File: src/assert_macros.svh
// ----------------------------------------------------------------------------
// assertion macros
// concurrent assertion helpers shared by the feeder rtl
// ----------------------------------------------------------------------------
`ifndef ASSERT_MACROS_SVH
`define ASSERT_MACROS_SVH

`ifndef SYNTHESIS

// property must hold at every edge outside reset
`define IWSF_ASSERT(lbl, clk, rst, prop, msg) \
   lbl: assert property (@(posedge clk) disable iff (rst) (prop)) else $error(msg);

// when cond holds, then must hold in the next cycle
`define IWSF_ASSERT_NEXT(lbl, clk, rst, cond, then, msg) \
   lbl: assert property (@(posedge clk) disable iff (rst) (cond) |=> (then)) else $error(msg);

`else

`define IWSF_ASSERT(lbl, clk, rst, prop, msg)
`define IWSF_ASSERT_NEXT(lbl, clk, rst, cond, then, msg)

`endif

`endif

File: src/iwsf_pkg.sv
// ----------------------------------------------------------------------------
// iwsf_pkg
// types and codes for the i2c write stream feeder
// ----------------------------------------------------------------------------
package iwsf_pkg;

   // request codes
   localparam logic [1:0] MODE_LOAD  = 2'd0;
   localparam logic [1:0] MODE_EVENT = 2'd1;
   localparam logic [1:0] MODE_START = 2'd2;

   // a popped byte with this bit set carries a hold count in bits 7..2
   localparam int unsigned HOLD_BIT = 1;

   typedef enum logic [1:0] {
      PH_IDLE   = 2'd0,
      PH_ADDR   = 2'd1,
      PH_STREAM = 2'd2
   } phase_type;

endpackage

File: src/iwsf_ring.sv
// ----------------------------------------------------------------------------
// iwsf_ring
// ring byte storage, one write and one registered read port with bypass
// ----------------------------------------------------------------------------
module iwsf_ring #(
   parameter int RING_DEPTH = 64
) (
   input  logic                          clock,
   input  logic                          reset,
   input  logic                          wr_en,
   input  logic [$clog2(RING_DEPTH)-1:0] wr_addr,
   input  logic [7:0]                    wr_data,
   input  logic [$clog2(RING_DEPTH)-1:0] rd_addr,
   output logic [7:0]                    rd_data
);

   logic [7:0] mem [RING_DEPTH];
   logic [7:0] mem_q_ff;
   logic       byp_ff;
   logic       byp_in;
   logic [7:0] byp_data_ff;

   assign byp_in = wr_en && (wr_addr == rd_addr);

   always_ff @(posedge clock) begin
      if (wr_en) begin
         mem[wr_addr] <= wr_data;
      end
      mem_q_ff    <= mem[rd_addr];
      byp_data_ff <= wr_data;
   end

   always_ff @(posedge clock) begin
      if (reset) begin
         byp_ff <= 1'b0;
      end else begin
         byp_ff <= byp_in;
      end
   end

   // a load into the slot being fetched shows up here instead of the old word
   assign rd_data = byp_ff ? byp_data_ff : mem_q_ff;

endmodule

File: src/iwsf_ctrl.sv
// ----------------------------------------------------------------------------
// iwsf_ctrl
// request register, ring pointers, sequence state and response register
// ----------------------------------------------------------------------------
module iwsf_ctrl
   import iwsf_pkg::*;
#(
   parameter int RING_DEPTH = 64
) (
   input  logic                          clock,
   input  logic                          reset,
   input  logic                          start,
   output logic                          busy,
   input  logic [1:0]                    req_mode,
   input  logic [7:0]                    req_data_byte,
   input  logic [6:0]                    req_address,
   output logic                          ring_wr_en,
   output logic [$clog2(RING_DEPTH)-1:0] ring_wr_addr,
   output logic [7:0]                    ring_wr_data,
   output logic [$clog2(RING_DEPTH)-1:0] ring_rd_addr,
   input  logic [7:0]                    ring_rd_data,
   output logic                          rsp_valid,
   output logic                          rsp_accepted,
   output logic                          rsp_send_valid,
   output logic [7:0]                    rsp_send_byte,
   output logic                          rsp_pending,
   output logic                          rsp_busy_res
);

   localparam int IdxW = $clog2(RING_DEPTH);
   localparam logic [IdxW-1:0] LastIdx = IdxW'(RING_DEPTH - 1);

   // request register
   logic       in_vld_ff;
   logic [1:0] in_mode_ff;
   logic [7:0] in_data_ff;
   logic [6:0] in_addr_ff;

   // feeder state
   logic [IdxW-1:0] wr_idx_ff, wr_idx_in;
   logic [IdxW-1:0] rd_idx_ff, rd_idx_in;
   logic [IdxW-1:0] wr_nx, rd_nx;
   logic [7:0]      cur_ff, cur_in;
   logic [5:0]      hold_ff, hold_in;
   logic [6:0]      addr_ff, addr_in;
   phase_type       phase_ff, phase_in;

   // response register
   logic       out_vld_ff;
   logic       out_acc_ff, out_acc_in;
   logic       out_sv_ff, out_sv_in;
   logic [7:0] out_sb_ff, out_sb_in;
   logic       out_pend_ff;
   logic       out_busy_ff;

   assign busy = reset;

   always_ff @(posedge clock) begin
      if (reset) begin
         in_vld_ff <= 1'b0;
      end else begin
         in_vld_ff <= start && !busy;
      end
      in_mode_ff <= req_mode;
      in_data_ff <= req_data_byte;
      in_addr_ff <= req_address;
   end

   assign wr_nx = (wr_idx_ff == LastIdx) ? '0 : wr_idx_ff + 1'b1;
   assign rd_nx = (rd_idx_ff == LastIdx) ? '0 : rd_idx_ff + 1'b1;

   always_comb begin
      wr_idx_in  = wr_idx_ff;
      rd_idx_in  = rd_idx_ff;
      cur_in     = cur_ff;
      hold_in    = hold_ff;
      addr_in    = addr_ff;
      phase_in   = phase_ff;
      out_acc_in = 1'b0;
      out_sv_in  = 1'b0;
      out_sb_in  = 8'd0;
      ring_wr_en = 1'b0;
      if (in_vld_ff) begin
         case (in_mode_ff)
            MODE_LOAD: begin
               // one slot stays free so full and empty differ
               if (wr_nx != rd_idx_ff) begin
                  ring_wr_en = 1'b1;
                  wr_idx_in  = wr_nx;
                  out_acc_in = 1'b1;
               end
            end
            MODE_START: begin
               addr_in  = in_addr_ff;
               phase_in = PH_ADDR;
            end
            MODE_EVENT: begin
               case (phase_ff)
                  PH_ADDR: begin
                     out_sb_in = {addr_ff, 1'b0};
                     out_sv_in = 1'b1;
                     phase_in  = PH_STREAM;
                  end
                  PH_STREAM: begin
                     if (hold_ff == 6'd0) begin
                        if (rd_idx_ff != wr_idx_ff) begin
                           rd_idx_in = rd_nx;
                           if (ring_rd_data[HOLD_BIT]) begin
                              hold_in = ring_rd_data[7:2];
                           end else begin
                              cur_in = ring_rd_data;
                           end
                        end
                     end else begin
                        hold_in = hold_ff - 6'd1;
                     end
                     out_sb_in = cur_in;
                     out_sv_in = 1'b1;
                  end
                  default: begin
                  end
               endcase
            end
            default: begin
            end
         endcase
      end
   end

   assign ring_wr_addr = wr_idx_ff;
   assign ring_wr_data = in_data_ff;
   // prefetch the slot the next pop will read
   assign ring_rd_addr = rd_idx_in;

   always_ff @(posedge clock) begin
      if (reset) begin
         wr_idx_ff  <= '0;
         rd_idx_ff  <= '0;
         cur_ff     <= 8'd0;
         hold_ff    <= 6'd0;
         addr_ff    <= 7'd0;
         phase_ff   <= PH_IDLE;
         out_vld_ff <= 1'b0;
      end else begin
         wr_idx_ff  <= wr_idx_in;
         rd_idx_ff  <= rd_idx_in;
         cur_ff     <= cur_in;
         hold_ff    <= hold_in;
         addr_ff    <= addr_in;
         phase_ff   <= phase_in;
         out_vld_ff <= in_vld_ff;
      end
      out_acc_ff  <= out_acc_in;
      out_sv_ff   <= out_sv_in;
      out_sb_ff   <= out_sb_in;
      out_pend_ff <= rd_idx_in != wr_idx_in;
      out_busy_ff <= phase_in != PH_IDLE;
   end

   assign rsp_valid      = out_vld_ff;
   assign rsp_accepted   = out_acc_ff;
   assign rsp_send_valid = out_sv_ff;
   assign rsp_send_byte  = out_sb_ff;
   assign rsp_pending    = out_pend_ff;
   assign rsp_busy_res   = out_busy_ff;

endmodule

File: src/i2c_write_stream_feeder_with_hold_unit.sv
// ----------------------------------------------------------------------------
// i2c_write_stream_feeder_with_hold_unit
// byte ring feeding an i2c write stream, with address phase and hold counts
// ----------------------------------------------------------------------------
// A request is taken at every clock edge where start is high and busy is low;
// busy is high only while reset is asserted, so one request can be issued
// every cycle. Each request gives exactly one response, in request order. The
// response goes onto the rsp_ ports with rsp_valid high at the clock edge
// after the request edge, stays there for that single cycle and is taken at
// the edge that follows. The response cannot be held off. A request passes
// through the request register and then the response register, with the
// request logic between them; the ring entry for the next pop is fetched ahead
// from the ring memory's single registered read port, with a bypass for a
// load into that same slot. The ring holds RING_DEPTH-1 bytes and needs no
// clearing after reset.
// ----------------------------------------------------------------------------
`include "assert_macros.svh"

module i2c_write_stream_feeder_with_hold_unit
   import iwsf_pkg::*;
#(
   parameter int RING_DEPTH = 64
) (
   input  logic       clock,
   input  logic       reset,
   input  logic       start,
   output logic       busy,
   input  logic [1:0] req_mode,
   input  logic [7:0] req_data_byte,
   input  logic [6:0] req_address,
   output logic       rsp_valid,
   output logic       rsp_accepted,
   output logic       rsp_send_valid,
   output logic [7:0] rsp_send_byte,
   output logic       rsp_pending,
   output logic       rsp_busy_res
);

   localparam int IdxW = $clog2(RING_DEPTH);

   logic            ring_wr_en;
   logic [IdxW-1:0] ring_wr_addr;
   logic [7:0]      ring_wr_data;
   logic [IdxW-1:0] ring_rd_addr;
   logic [7:0]      ring_rd_data;

   iwsf_ctrl #(
      .RING_DEPTH(RING_DEPTH)
   ) u_ctrl (
      .clock         (clock),
      .reset         (reset),
      .start         (start),
      .busy          (busy),
      .req_mode      (req_mode),
      .req_data_byte (req_data_byte),
      .req_address   (req_address),
      .ring_wr_en    (ring_wr_en),
      .ring_wr_addr  (ring_wr_addr),
      .ring_wr_data  (ring_wr_data),
      .ring_rd_addr  (ring_rd_addr),
      .ring_rd_data  (ring_rd_data),
      .rsp_valid     (rsp_valid),
      .rsp_accepted  (rsp_accepted),
      .rsp_send_valid(rsp_send_valid),
      .rsp_send_byte (rsp_send_byte),
      .rsp_pending   (rsp_pending),
      .rsp_busy_res  (rsp_busy_res)
   );

   iwsf_ring #(
      .RING_DEPTH(RING_DEPTH)
   ) u_ring (
      .clock  (clock),
      .reset  (reset),
      .wr_en  (ring_wr_en),
      .wr_addr(ring_wr_addr),
      .wr_data(ring_wr_data),
      .rd_addr(ring_rd_addr),
      .rd_data(ring_rd_data)
   );

   // a stored byte always leaves the ring non-empty
   `IWSF_ASSERT(a_load_pending, clock, reset, !(rsp_valid && rsp_accepted) || rsp_pending, "load stored but ring reported empty")
   // a transmitted byte only goes out once a sequence is started
   `IWSF_ASSERT(a_send_busy, clock, reset, !(rsp_valid && rsp_send_valid) || rsp_busy_res, "byte sent outside a write sequence")
   // a load never sends and an event never stores
   `IWSF_ASSERT(a_no_mixed, clock, reset, !(rsp_accepted && rsp_send_valid), "response both stored and sent")
   // a ring write is driven from the request register, its response in the next cycle
   `IWSF_ASSERT_NEXT(a_wr_rsp, clock, reset, ring_wr_en, rsp_valid && rsp_accepted, "ring write without stored response")

endmodule
File: config.mk
export PLATFORM = sky130hd
export DESIGN_NAME = i2c_write_stream_feeder_with_hold_unit
export DESIGN_NICKNAME = d
export VERILOG_FILES = /design/src/iwsf_pkg.sv /design/src/iwsf_ring.sv /design/src/iwsf_ctrl.sv /design/src/i2c_write_stream_feeder_with_hold_unit.sv
export VERILOG_INCLUDE_DIRS = /design/src /design/src/src
export SDC_FILE = /design/constraint.sdc
export NUM_CORES = 1
export LEC_CHECK = 0
export BUFFER_PORTS_ARGS = -buffer_cell sky130_fd_sc_hd__buf_2
export CORE_MARGIN = 2
export CORE_UTILIZATION = 40
export CTS_CLUSTER_DIAMETER = 100
export DETAILED_ROUTE_END_ITERATION = 6
export GPL_ROUTABILITY_DRIVEN = 1
export PLACE_DENSITY = 0.66
export RECOVER_POWER = 50
export SLEW_MARGIN = 20
export SYNTH_ARGS = -nofsm -noshare
export SYNTH_HDL_FRONTEND = slang
export SYNTH_HIERARCHICAL = 1
export SYNTH_SLANG_ARGS = --single-unit
File: constraint.sdc
create_clock -name clock -period 7.35 [get_ports clock]
set_input_delay 1.1025 -clock clock [delete_from_list [all_inputs] [get_ports clock]]
set_output_delay 1.1025 -clock clock [all_outputs]
set_load 0.05 [all_outputs]
Word-level counts from Yosys, hierarchy flattened
Memories as Yosys holds them, arrays and structs flattened. A register that Yosys moved wholly into a read port is not among the register bits.
Index checks and enable logic that the tools add are counted.
{ "totals": {"regBits": 75, "mem_bits_rw": 512, "input_bits": 20, "out_inout_bits": 14, "word_cells": 72, "memories": 1} }
{ "classes": {"add_sub_neg": 3, "eq_ne": 12, "n_mux": 27, "reduce_logical": 11} }
{ "mem_list": {"columns": ["memory", "depth", "word_bits", "rd", "rd_clocked_by_memory_dff", "write_ports", "line_no", "rtl"], "rows": [
  ["u_ring.mem", 64, 8, 1, 1, 1, "iwsf_ring.sv:17", "logic [7:0] mem [RING_DEPTH];"]
]} }
{ "op_table": {"columns": ["operator", "n"], "rows": [
  ["6-bit 2-to-1 mux", 13],
  ["8-bit 2-to-1 mux", 4],
  ["6-bit != test", 3],
  ["8-bit case mux with 2 select lines", 1],
  ["6-bit by 1-bit adder with 6-bit output (second input constant)", 2],
  ["6-bit equality test (second input constant)", 2],
  ["6-bit equality test", 1],
  ["6-bit zero test", 1],
  ["1-bit 2-to-1 mux", 6],
  ["6-bit by 1-bit subtractor with 6-bit output (second input constant)", 1],
  ["5-bit AND reduction", 1],
  ["2-bit by 1-bit equality test with 1-bit output (second input constant)", 2],
  ["2-bit equality test (second input constant)", 2],
  ["2-bit 2-to-1 mux", 2],
  ["2-bit != test (second input constant)", 2],
  ["2-bit case mux with 2 select lines", 1],
  ["2-bit AND reduction", 2],
  ["3-bit AND reduction", 1],
  ["1-bit logical AND", 2],
  ["2-bit zero test", 1],
  ["2-bit nonzero test", 1],
  ["2-bit OR reduction", 1],
  ["1-bit zero test", 1]
]} }

Longest topological paths before layout
{ "depth": {"depth_word": 9, "mapped_depth": 16, "ltp_nobuf": 11} }

Modules after synthesis
The synthesis kept the hierarchy.
{ "modules_own_cells": {"columns": ["module", "n_inst", "cells_each", "area_per_inst_um2", "seq_area_each_um2"], "rows": [
  ["iwsf_ring", 1, 952, 20455.9, 15715.1],
  ["iwsf_ctrl", 1, 327, 2982.9, 1321.3]
]} }

Worst setup path before layout
Ideal clock, no wire load.
{ "synth_path": {"path_type": "register -> register", "start": "reg u_ctrl.hold_ff[0]", "end": "reg u_ring.mem_q_ff[2] (read register of u_ring.mem)", "setup_time_ps": 117, "arrival_ps": 3243, "t_required_ps": 7233, "slack_ps": 3989, "path_stages_with_launch": 14, "synth_period_minus_slack_ps": 3361, "cell_sequence": "dfxtp_1 > inv_1 > ha_1 > nand2b_1 > nor4_4 > o211ai_2 > a311oi_1 > a21o_1 > buf_6 > buf_12 > mux4_1 > mux4_2 > or2_0 > a32o_1"} }
{ "synth_between": {"elab_chain_cells": 5} }
{ "synth_rtl": {"columns": ["item", "line_no", "rtl"], "rows": [
  ["start, declared", "iwsf_ctrl.sv:44", "logic [5:0] hold_ff, hold_in;"],
  ["start signal, assigned", "iwsf_ctrl.sv:148", "hold_ff <= hold_in;"],
  ["6-bit zero test", "iwsf_ctrl.sv:105", "if (hold_ff == 6'd0) begin"],
  ["6-bit 2-to-1 mux", "iwsf_ctrl.sv:105", null],
  ["6-bit 2-to-1 mux", "iwsf_ctrl.sv:98", "case (phase_ff)"],
  ["6-bit 2-to-1 mux", "iwsf_ctrl.sv:84", "case (in_mode_ff)"],
  ["6-bit 2-to-1 mux", "iwsf_ctrl.sv:83", "if (in_vld_ff) begin"],
  ["named net ring_rd_addr[0]", "i2c_write_stream_feeder_with_hold_unit.sv:44", "logic [IdxW-1:0] ring_rd_addr;"],
  ["end, declared", "iwsf_ring.sv:18", "logic [7:0] mem_q_ff;"]
]} }
The timed path passes the listed nets, and every way through them passes these cells.
A chain may end at the register's enable or synchronous reset.

Worst setup path after layout
{ "layout_path": {"start": "reg u_ctrl.hold_ff[0]", "end": "reg u_ring.mem_q_ff[0] (read register of u_ring.mem)"} }
The elaborated chain is that of the path after synthesis.

==> results <==
- The floorplan step defined a die boundary enclosing ~0.061 mm².
- The via-per-instance ratio is 5.70.
- Synthesis handed over a netlist of about 1300 instances.
- The async set or reset register ratio after synthesis is 0%.
- The worst slew margin relative to its limit is -112%.
- The number of ports placed on the die boundary is 34.
- The net count of the finished layout is around 1300.
- The maximum resistive drop on vdd is approximately 190 µV.
- The total CTS buffers is 60.
- The number of nets in the synthesized netlist is approximately 1300.
- The initial core utilization is between 40% and 50%.
- The number of failing hold endpoints at the final stage is 0.
- The area added between synthesis and finish is 11.6%.
- The maximum operating frequency is 203 MHz.
- The post-route setup TNS is 0 ns.
- The number of global-route vias before repair is about 12000.
- Hold is met by roughly 0.46 ns.
- The start-to-end type of the worst setup path is reg -> reg.
- The total via count in the routed design is ~12000.
- The total overflow left after global routing is 0.
- The post-DP HPWL is roughly 30 mm.
- Hold repair after CTS inserted 0 buffers.
- STA puts the critical path data required time at around 8 ns.
- The max-capacitance violation count is 9.
- The die is around 250 µm wide.
- The post-CTS clock slew at the launch and capture registers of the worst setup and hold paths is 0.06 ns.
- The routed design could run at a clock period as short as approximately 4.9 ns.
- The maximum clock insertion buffer count is 3.
- The final worst clock skew is about 0.014 ns.
- Entering global routing, the biggest net connects around 80 pins.
- The class of the tightest hold or removal check is reg -> reg.
- The checks that failed: capacitance limit, slew limit.
- The number of flops mapped to enable cells by yosys is 512.
- The count of buffers inserted at the top-level ports is 33.
- At the pin with the least slew margin, the transition time is approximately 3.2 ns.
- A synthesized cell averages 18.3 µm².
- The post-CTS setup buffer count is 0.
- The number of synthesized register bits is about 600.
- The final setup violation count is 0.
- The overall global routing resource usage is between 15 and 20%.
- The weighted congestion reported at the end of routability-driven placement is roughly 0.80.
- The leakage power summed over all cells is 8.03 nW.
- The signal arrival time at the worst endpoint is roughly 5.5 ns.
- The clock drives roughly 600 sinks.
- The first detailed-routing pass ran for 7 iterations.
- After detailed routing, the total wire length is 52.9 mm.
- Measured along the y axis, the die boundary spans approximately 250 µm.
- The quantity of gates resized following cts is 0.
- In this run the core area contains 88 standard-cell rows.
- The remaining number of nets flagged by the antenna check after routing is 0.
- The final max-slew violation count is between 500 and 600.
- The count of antenna diodes in the layout is 0.
- The power per cell area is 255 mW/mm².
- The element type at the critical path start is a flop.
- The number of different library cells used by synthesis comes to 74.
- Setup repair after global routing left no endpoint under its margin.
- The fraction of final layout cells sized beyond drive strength 1 is 20.2%.
- The DRC marker count from the first detailed-route iteration is ~1300.
- After detailed routing, the number of remaining DRC violations is 0.
- TritonCTS built the clock tree.
- STA classifies the critical path endpoint as a flop.
- Power comes to 6.68 mW.
- The mapped netlist covers around 0.023 mm².
- After detailed routing, the average wire length per cell comes to around 25 µm.
- The most instantiated flip-flop cell in the synthesis netlist is sky130_fd_sc_hd__edfxtp_1.
- The share of the Yosys chip area taken by registers is roughly 73%.
- The run finished, with violations left.
- The total number of yosys warnings is 6.
- The final critical path takes up between 60% and 70% of the cycle.
- In this run the standard cell core region covers about 0.058 mm².
- The initial antenna violation count was 0.
- The wire length of the first global-routing pass is between 70 and 80 mm.
- The tree is rooted in a sky130_fd_sc_hd__clkbuf_16.
- The maximum level of the CTS H-tree is 2.
- At the later pin of the worst-skew pair, clock insertion delay measures a little over 0.6 ns.
- Along the worst path, the maximum fanout reaches 43.
[critical path, stage by stage, from the launching register on]
cell                       delay (ns)
sky130_fd_sc_hd__dfxtp_1         0.34
sky130_fd_sc_hd__inv_1           0.09
sky130_fd_sc_hd__ha_1            0.14
sky130_fd_sc_hd__nand2b_1        0.11
sky130_fd_sc_hd__nor4_4          0.59
sky130_fd_sc_hd__o211ai_2        0.40
sky130_fd_sc_hd__a311oi_1        0.39
sky130_fd_sc_hd__a21o_4          0.71
sky130_fd_sc_hd__buf_4           0.42
sky130_fd_sc_hd__mux4_1          0.64
sky130_fd_sc_hd__mux4_2          0.48
sky130_fd_sc_hd__or2_0           0.25
sky130_fd_sc_hd__a32o_1          0.25
[state kept, by name, summed over array words and instances, names as in the netlist, 2 cells and up]
register,flops
u_ring/mem,512
u_ctrl/cur_ff,8
u_ctrl/ring_wr_data,8
u_ctrl/rsp_send_byte,8
u_ring/byp_data_ff,8
u_ring/mem_q_ff,8
u_ctrl/addr_ff,7
u_ctrl/in_addr_ff,7
u_ctrl/hold_ff,6
u_ctrl/rd_idx_ff,6
u_ctrl/ring_wr_addr,6
u_ctrl/in_mode_ff,2
u_ctrl/phase_ff,2
[layout by cell type, fill, tap and decap left out, types with 5 or more instances in the layout]
master	count
sky130_fd_sc_hd__a21oi_1	20
sky130_fd_sc_hd__a31oi_1	9
sky130_fd_sc_hd__a32o_1	8
sky130_fd_sc_hd__and3_1	5
sky130_fd_sc_hd__buf_2	24
sky130_fd_sc_hd__buf_4	11
sky130_fd_sc_hd__clkbuf_1	32
sky130_fd_sc_hd__clkbuf_16	61
sky130_fd_sc_hd__clkinv_1	10
sky130_fd_sc_hd__clkinv_2	16
sky130_fd_sc_hd__dfxtp_1	77
sky130_fd_sc_hd__dfxtp_2	6
sky130_fd_sc_hd__edfxtp_1	512
sky130_fd_sc_hd__ha_1	11
sky130_fd_sc_hd__inv_1	8
sky130_fd_sc_hd__mux2_2	8
sky130_fd_sc_hd__mux2i_1	19
sky130_fd_sc_hd__mux4_1	18
sky130_fd_sc_hd__mux4_2	117
sky130_fd_sc_hd__nand2_1	52
sky130_fd_sc_hd__nand2b_1	14
sky130_fd_sc_hd__nand3_1	22
sky130_fd_sc_hd__nand3b_1	8
sky130_fd_sc_hd__nand4_1	6
sky130_fd_sc_hd__nor2_1	101
sky130_fd_sc_hd__nor2b_1	10
sky130_fd_sc_hd__nor3_1	7
sky130_fd_sc_hd__o21ai_0	27
sky130_fd_sc_hd__o22ai_1	40
sky130_fd_sc_hd__o31ai_1	6
sky130_fd_sc_hd__or2_0	7
sky130_fd_sc_hd__xnor2_1	14
sky130_fd_sc_hd__xor2_1	7
[cells by family after synthesis]
logic type      share of synthesized area (%)
flops                                    72.7
simple gates                             5.42
mux                                      14.5
compound gates                           4.05
buf+inv                                  2.02
xor+xnor                                0.785
fa+ha+maj                               0.587
[Yosys cell counts, types with 4 or more instances]
cell type	instances	area (µm²)
sky130_fd_sc_hd__buf_1	4	15.0
sky130_fd_sc_hd__nand3b_1	8	60.1
sky130_fd_sc_hd__o22ai_1	40	250
sky130_fd_sc_hd__clkbuf_1	35	131
sky130_fd_sc_hd__buf_2	17	85.1
sky130_fd_sc_hd__edfxtp_1	512	15400
sky130_fd_sc_hd__buf_6	4	45.0
sky130_fd_sc_hd__mux4_2	117	2640
sky130_fd_sc_hd__ha_1	11	138
sky130_fd_sc_hd__mux2_2	8	90.1
sky130_fd_sc_hd__nor2_1	103	387
sky130_fd_sc_hd__and3_1	5	31.3
sky130_fd_sc_hd__nand4_1	6	37.5
sky130_fd_sc_hd__a21oi_1	20	100
sky130_fd_sc_hd__nand2b_1	14	87.6
sky130_fd_sc_hd__dfxtp_1	83	1660
sky130_fd_sc_hd__buf_4	9	67.6
sky130_fd_sc_hd__a31oi_1	9	56.3
sky130_fd_sc_hd__a32o_1	8	80.1
sky130_fd_sc_hd__o31ai_1	7	52.6
sky130_fd_sc_hd__or2_0	7	43.8
sky130_fd_sc_hd__xnor2_1	14	123
sky130_fd_sc_hd__nand2_1	52	195
sky130_fd_sc_hd__inv_1	11	41.3
sky130_fd_sc_hd__nor3_1	9	45.0
sky130_fd_sc_hd__mux4_1	18	473
sky130_fd_sc_hd__o21ai_0	27	135
sky130_fd_sc_hd__mux2i_1	19	190
sky130_fd_sc_hd__xor2_1	7	61.3
sky130_fd_sc_hd__nor2b_1	10	62.6
sky130_fd_sc_hd__nand3_1	22	110
[report_power, final]
part           total, mW  internal, mW  switching (mW)  leakage (nW)
sequential          3.69          3.68         0.00664          5.28
combinational     0.0841        0.0138          0.0702          1.83
clock               2.91          1.65            1.26         0.919
[final cells by class]
class                           instances  area [µm²]
Timing Repair Buffer                   52         267
Clock inverter                         34         260
Fill cell                            4865       31600
Clock buffer                           78        1610
Inverter                               12        50.0
Sequential cell                       595       17000
Tap cell                              765         957
Multi-Input combinational cell        597        5980
[path summary, 6_finish.rpt]
check,endpoint,start,cells past startpoint,slack [ns]
hold / removal,u_ctrl/addr_ff[2],u_ctrl/in_addr_ff[2],2,0.46
setup reg to reg,u_ring/mem_q_ff[0],u_ctrl/hold_ff[0],12,2.41
setup / recovery,u_ring/mem_q_ff[0],u_ctrl/hold_ff[0],12,2.41
hold reg to reg,u_ctrl/addr_ff[2],u_ctrl/in_addr_ff[2],2,0.46
[per-stage QoR]
step                      cells  util (%)  area (µm²)  setup WS (ns)
after global placement     2021      42.1       24300           2.50
after floorplan            1279         -       23400           3.99
after CTS                  2133      45.3       26200           2.37
after global routing       2133      45.3       26200           2.11
after detailed placement   2021      42.1       24300           2.35
final                      2133      45.3       26200           2.41
[per-layer routing]
layer / GRT usage, % / share of wire (%) / vias up
met5: 0 / 0 / -
met4: 5.78 / 2.8 / 0
met3: 2.66 / 7.2 / 93
met2: 27.3 / 46 / 496
met1: 25.5 / 44 / 6322
li1: - / - / 5239
(Power assumes the default switching activity.)
